[config.mk]
export PLATFORM = sky130hd
export DESIGN_NAME = fdc_locate
export DESIGN_NICKNAME = d
export VERILOG_FILES = /design/src/rtl/core/fdc_pkg.sv /design/src/rtl/core/fdc_locate.sv
export SDC_FILE = /design/constraint.sdc
export NUM_CORES = 1
export LEC_CHECK = 0
export BUFFER_PORTS_ARGS = -buffer_cell sky130_fd_sc_hd__buf_2
export CORE_MARGIN = 5
export CORE_UTILIZATION = 54
export DETAILED_ROUTE_END_ITERATION = 8
export PLACE_DENSITY_LB_ADDON = 0.3
export SKIP_CTS_REPAIR_TIMING = 1
export SLEW_MARGIN = 20
export SYNTH_ARGS = -nofsm -noshare
export SYNTH_HDL_FRONTEND = slang
export SYNTH_SLANG_ARGS = --single-unit
export TNS_END_PERCENT = 100
[constraint.sdc]
create_clock -name clk -period 3.9 [get_ports clk]
set_input_delay 0.39 -clock clk [delete_from_list [all_inputs] [get_ports clk]]
set_output_delay 0.39 -clock clk [all_outputs]
set_load 0.005 [all_outputs]
[src/rtl/core/fdc_pkg.sv]
// Package with shared types and constants of the floppy disk controller.
`timescale 1ns / 1ps
package fdc_pkg;

    localparam int SECTOR_BYTES   = 512;
    localparam int IMAGE_SECTORS  = 80 * 2 * 9;
    localparam int IMAGE_BYTES    = IMAGE_SECTORS * SECTOR_BYTES;
    localparam int ACT_W          = $clog2(IMAGE_SECTORS + 1);
    localparam int BUF_AW         = $clog2(SECTOR_BYTES);
    localparam int POS_W          = BUF_AW + 1;
    localparam int IMG_AW         = ACT_W + BUF_AW;

    // Status register bits.
    localparam logic [7:0] ST_BUSY = 8'h01;
    localparam logic [7:0] ST_DRQ  = 8'h02;
    localparam logic [7:0] ST_TRK0 = 8'h04;
    localparam logic [7:0] ST_CRC  = 8'h08;
    localparam logic [7:0] ST_RNF  = 8'h10;
    localparam logic [7:0] ST_SPIN = 8'h20;
    localparam logic [7:0] ST_WP   = 8'h40;
    localparam logic [7:0] ST_NRDY = 8'h80;

    localparam logic [2:0] OP_READ   = 3'd0;
    localparam logic [2:0] OP_WRITE  = 3'd1;
    localparam logic [2:0] OP_SIDE   = 3'd2;
    localparam logic [2:0] OP_CLRCHG = 3'd3;
    localparam logic [2:0] OP_LOAD   = 3'd4;

    localparam logic [1:0] REG_STATUS = 2'd0;
    localparam logic [1:0] REG_TRACK  = 2'd1;
    localparam logic [1:0] REG_SECTOR = 2'd2;
    localparam logic [1:0] REG_DATA   = 2'd3;

    localparam logic [2:0] CFG_IMAGE   = 3'd0;
    localparam logic [2:0] CFG_WPROT   = 3'd1;
    localparam logic [2:0] CFG_TRACKS  = 3'd2;
    localparam logic [2:0] CFG_SIDES   = 3'd3;
    localparam logic [2:0] CFG_SPT     = 3'd4;
    localparam logic [2:0] CFG_VARIANT = 3'd5;

    // Command codes, matched against the high bits of the command byte.
    localparam logic [3:0] CMD_RESTORE = 4'h0;
    localparam logic [3:0] CMD_SEEK    = 4'h1;
    localparam logic [3:0] CMD_FORCE   = 4'hD;
    localparam logic [3:0] CMD_RDMULTI = 4'h9;
    localparam logic [2:0] CMD_WRSECT  = 3'b101;
    localparam logic [2:0] CMD_STEPIN  = 3'b010;
    localparam logic [2:0] CMD_STEPOUT = 3'b011;
    localparam logic [4:0] CMD_FORCE_IRQ = 5'b11011;

    localparam logic [POS_W-1:0] ID_POS = POS_W'(SECTOR_BYTES - 6);
    localparam logic [10:0] STEP_LIMIT = 11'd1024;

    typedef enum logic [3:0] {
        S_IDLE, S_RDBUF, S_CMD, S_SEEK, S_T1FIN, S_LOC1, S_LOC2, S_LOC3,
        S_RDSEC, S_WRSEC, S_FILL, S_IDBYTES, S_T4FIN, S_DONE
    } state_t;

    typedef enum logic [1:0] {
        LK_RDSEC, LK_WRCMD, LK_WRDONE
    } loc_kind_t;

    typedef struct packed {
        logic [7:0] track;
        logic [1:0] sides;
        logic       side;
        logic [3:0] spt;
        logic [7:0] sector;
    } loc_req_t;

endpackage

[src/rtl/core/fdc_locate.sv]
// Two-stage multiply-add unit that turns a head position into a sector index.
`timescale 1ns / 1ps
module fdc_locate (
    input  logic                      clk,
    input  fdc_pkg::loc_req_t         req,
    output logic [fdc_pkg::ACT_W-1:0] act
);
    import fdc_pkg::*;

    logic [9:0]       p_reg;
    logic [13:0]      idx;
    logic [ACT_W-1:0] act_reg;

    // Stage two uses the track/side product from the cycle before.
    assign idx = 14'(p_reg) * 14'(req.spt) + 14'(req.sector) - 14'd1;

    always_ff @(posedge clk)
    begin
        p_reg   <= 10'(req.track) * 10'(req.sides) + 10'(req.side);
        act_reg <= (idx < 14'(IMAGE_SECTORS)) ? ACT_W'(idx) : ACT_W'(IMAGE_SECTORS);
    end

    assign act = act_reg;

endmodule

==> results.json <==
{
  "status": "completed",
  "drt_pass1_iterations": 4,
  "yosys_warnings": 0,
  "finalSetupViolCount": 0,
  "core_mm2": 0.00482,
  "detailed_place_hpwl_um": 4620,
  "initial_core_util": 0.567,
  "drtIter0Drc": 99,
  "synth_edf_count": 0,
  "slew_headroom": 0.756,
  "cp_top_family": "adder cells",
  "syn_area_mm2": 0.00273,
  "worstHoldStart": "req[12]",
  "fp.dieW_um": 81.1,
  "fin_crit_sh": 0.995,
  "totalWireLength_um": 5570,
  "placedCellCount": 454,
  "cp-start-kind": "register",
  "cpMostUsedCell": "fa_1",
  "viasPerCell": 5.09,
  "instances_no_fill": 459,
  "hp-class": "in2reg",
  "largest_reg_flops": 11,
  "clock_latency_ps": 270,
  "drv.max_cap_violation_count": 0,
  "synth_top_area_cell": "fa_1",
  "yosysSeqAreaShare": 0.154,
  "async_flop_share": 0,
  "finalPower_mw": 3.29,
  "synth_top_area_frac": 0.198,
  "worst_setup_path_end_kind": "register",
  "gp_congestion": 0.798,
  "drive_gt1_frac": 0.304,
  "synthFlopType": "dfxtp_1",
  "max_stage_delay_ps": 500,
  "rsz0062_at_grt": "yes",
  "clk_pin_slew_ps": 90,
  "cts.sinks": 21,
  "slew_violations": 0,
  "ant_nets": 0,
  "ys_ff_latch": 21,
  "cp.required_ps": 4070,
  "max-clock-path-buffers": 2,
  "port_buffers": 34,
  "clock_skew_ps": 1.75,
  "cts_tree": "done",
  "rows": 25,
  "io_pins": 35,
  "fmax_mhz": 258,
  "synthDistinctLibCells": 48,
  "htree_levels": 1,
  "die_area_mm2": 0.00658,
  "r2r-start": "p_reg[1]",
  "fin_crit_ps": 3880,
  "reg2reg_depth": 15,
  "vdd_drop_max_v": 0.000512,
  "syn_inst": 322,
  "grt_pass1_vias": 2304,
  "grt_max_degree": 14,
  "grt_pass1_wl_um": 9550,
  "nets": 480,
  "antenna_cells": 0,
  "crit_chain": "and2_1 > fa_1 > ha_1 > inv_1 > fa_1 > inv_2 > ha_4 > fa_2 > a21oi_2 > nand4b_1 > a31oi_2 > and3_4 > o311a_4 > buf_4 > and3b_1",
  "startpoint": "p_reg[1]",
  "vias": 2338,
  "yosysMostFrequentCell": "inv_1",
  "p_per_area_mw_per_mm2": 947,
  "drc": 0,
  "cp_num_cells": 15,
  "antenna_found_initial": 0,
  "area_growth_syn_to_layout_pct": 27.0,
  "tightest_slew_ps": 357,
  "final_util": 0.721,
  "synth_area_leaders": "fa_1, ha_1, dfxtp_1",
  "leakage_nw": 1.75,
  "die_h_um": 81.1,
  "final_hold_viol_count": 0,
  "reg2reg_slack_ps": 20,
  "crit_path_top_delay_cell": "fa_1",
  "gr-total-overflow": 0,
  "crit_type": "reg2reg",
  "fill_cells": 387,
  "cp-endpoint": "act[6]",
  "clockRootBuffer": "clkbuf_8",
  "numCtsBuffers": 3,
  "arrival_ps": 4050,
  "grt_usage": 0.180,
  "crit_fanout": 6,
  "postSynthAreaPerCell_um2": 8.49,
  "reg2reg_to": "act[6]",
  "crit_buf_inv": 3,
  "syn_nets": 409,
  "synth_common_cells": "inv_1, nand2_1, ha_1",
  "drt-wirelength-per-cell_um": 12.1
}
[per-layer routing]
metal,GRT usage,share of wire,vias up
li1,-,-,1185
met1,0.217,0.42,1103
met2,0.333,0.53,44
met3,0.0244,0.041,6
met4,0.0507,0.013,0
met5,0,0,-
[cell usage in the layout, fill, tap and decap left out, types with 4 or more instances in the layout]
| cell type | Yosys | routed |
|---|---|---|
| nor3b_1 | 4 | 4 |
| o21ai_0 | 6 | 6 |
| inv_1 | 60 | 53 |
| inv_2 | 0 | 7 |
| nand2_1 | 38 | 35 |
| a21oi_1 | 8 | 7 |
| a21o_1 | 6 | 6 |
| xnor2_1 | 10 | 9 |
| ha_4 | 0 | 7 |
| fa_1 | 27 | 25 |
| and3b_1 | 4 | 4 |
| buf_2 | 1 | 34 |
| nor2_1 | 11 | 11 |
| ha_1 | 36 | 29 |
| and2_1 | 25 | 25 |
| nand3_1 | 9 | 9 |
| nor2b_1 | 4 | 4 |
| dfxtp_2 | 0 | 7 |
| buf_4 | 0 | 41 |
| dfxtp_1 | 21 | 14 |
[report_power, final]
group	switching (mW)	internal, mW
Sequential	0.0176	0.267
Combinational	1.37	1.48
Clock	0.0835	0.0724
[final cells by class]
| class | instances | area, µm² | share of cell area |
|---|---|---|---|
| multi-input combinational | 232 | 2210 | 0.636 |
| tap | 67 | 83.8 | 0.0242 |
| timing repair buffer | 75 | 478 | 0.138 |
| sequential | 21 | 429 | 0.124 |
| clock inverter | 1 | 7.51 | 0.00216 |
| inverter | 60 | 225 | 0.0649 |
| clock buffer | 3 | 41.3 | 0.0119 |
[through the flow]
step	setup TNS, ps	hold slack, ps	worst slack [ps]	cell area (µm²)
after floorplan	-57.5	520	-57.5	2800
after global placement	-1660	632	-200	3280
after detailed placement	-2500	625	-311	3280
after CTS	-478	351	-118	3330
after global routing	-863	365	-128	3470
final	0	351	19.4	3470
[cell families after synthesis]
group                    share of synthesized area
flip-flops                                   0.154
AO/OA/AOI/OAI                                0.126
adder cells (fa/ha/maj)                      0.363
AND/OR/NAND/NOR                              0.213
multiplexers                               0.00549
buffers and inverters                        0.101
XOR/XNOR                                    0.0385
[worst min path at each step]
stage	to	depth (start not counted)
finish	p_reg[0]	2
global route	p_reg[0]	2
CTS	p_reg[0]	2
detailed placement	p_reg[0]	2
global placement	p_reg[0]	2
floorplan	p_reg[0]	1
[worst register-to-register path, cell delays in order (launching register included)]
cell      delay, ps
dfxtp_2         320
and2_1          170
fa_1            460
ha_1            290
inv_1            50
fa_1            500
inv_2            50
ha_4            160
fa_2            420
a21oi_2         130
nand4b_1        200
a31oi_2         130
and3_4          200
o311a_4         400
buf_4           160
and3b_1         170
Note: power is estimated with default switching activity, not from simulation.
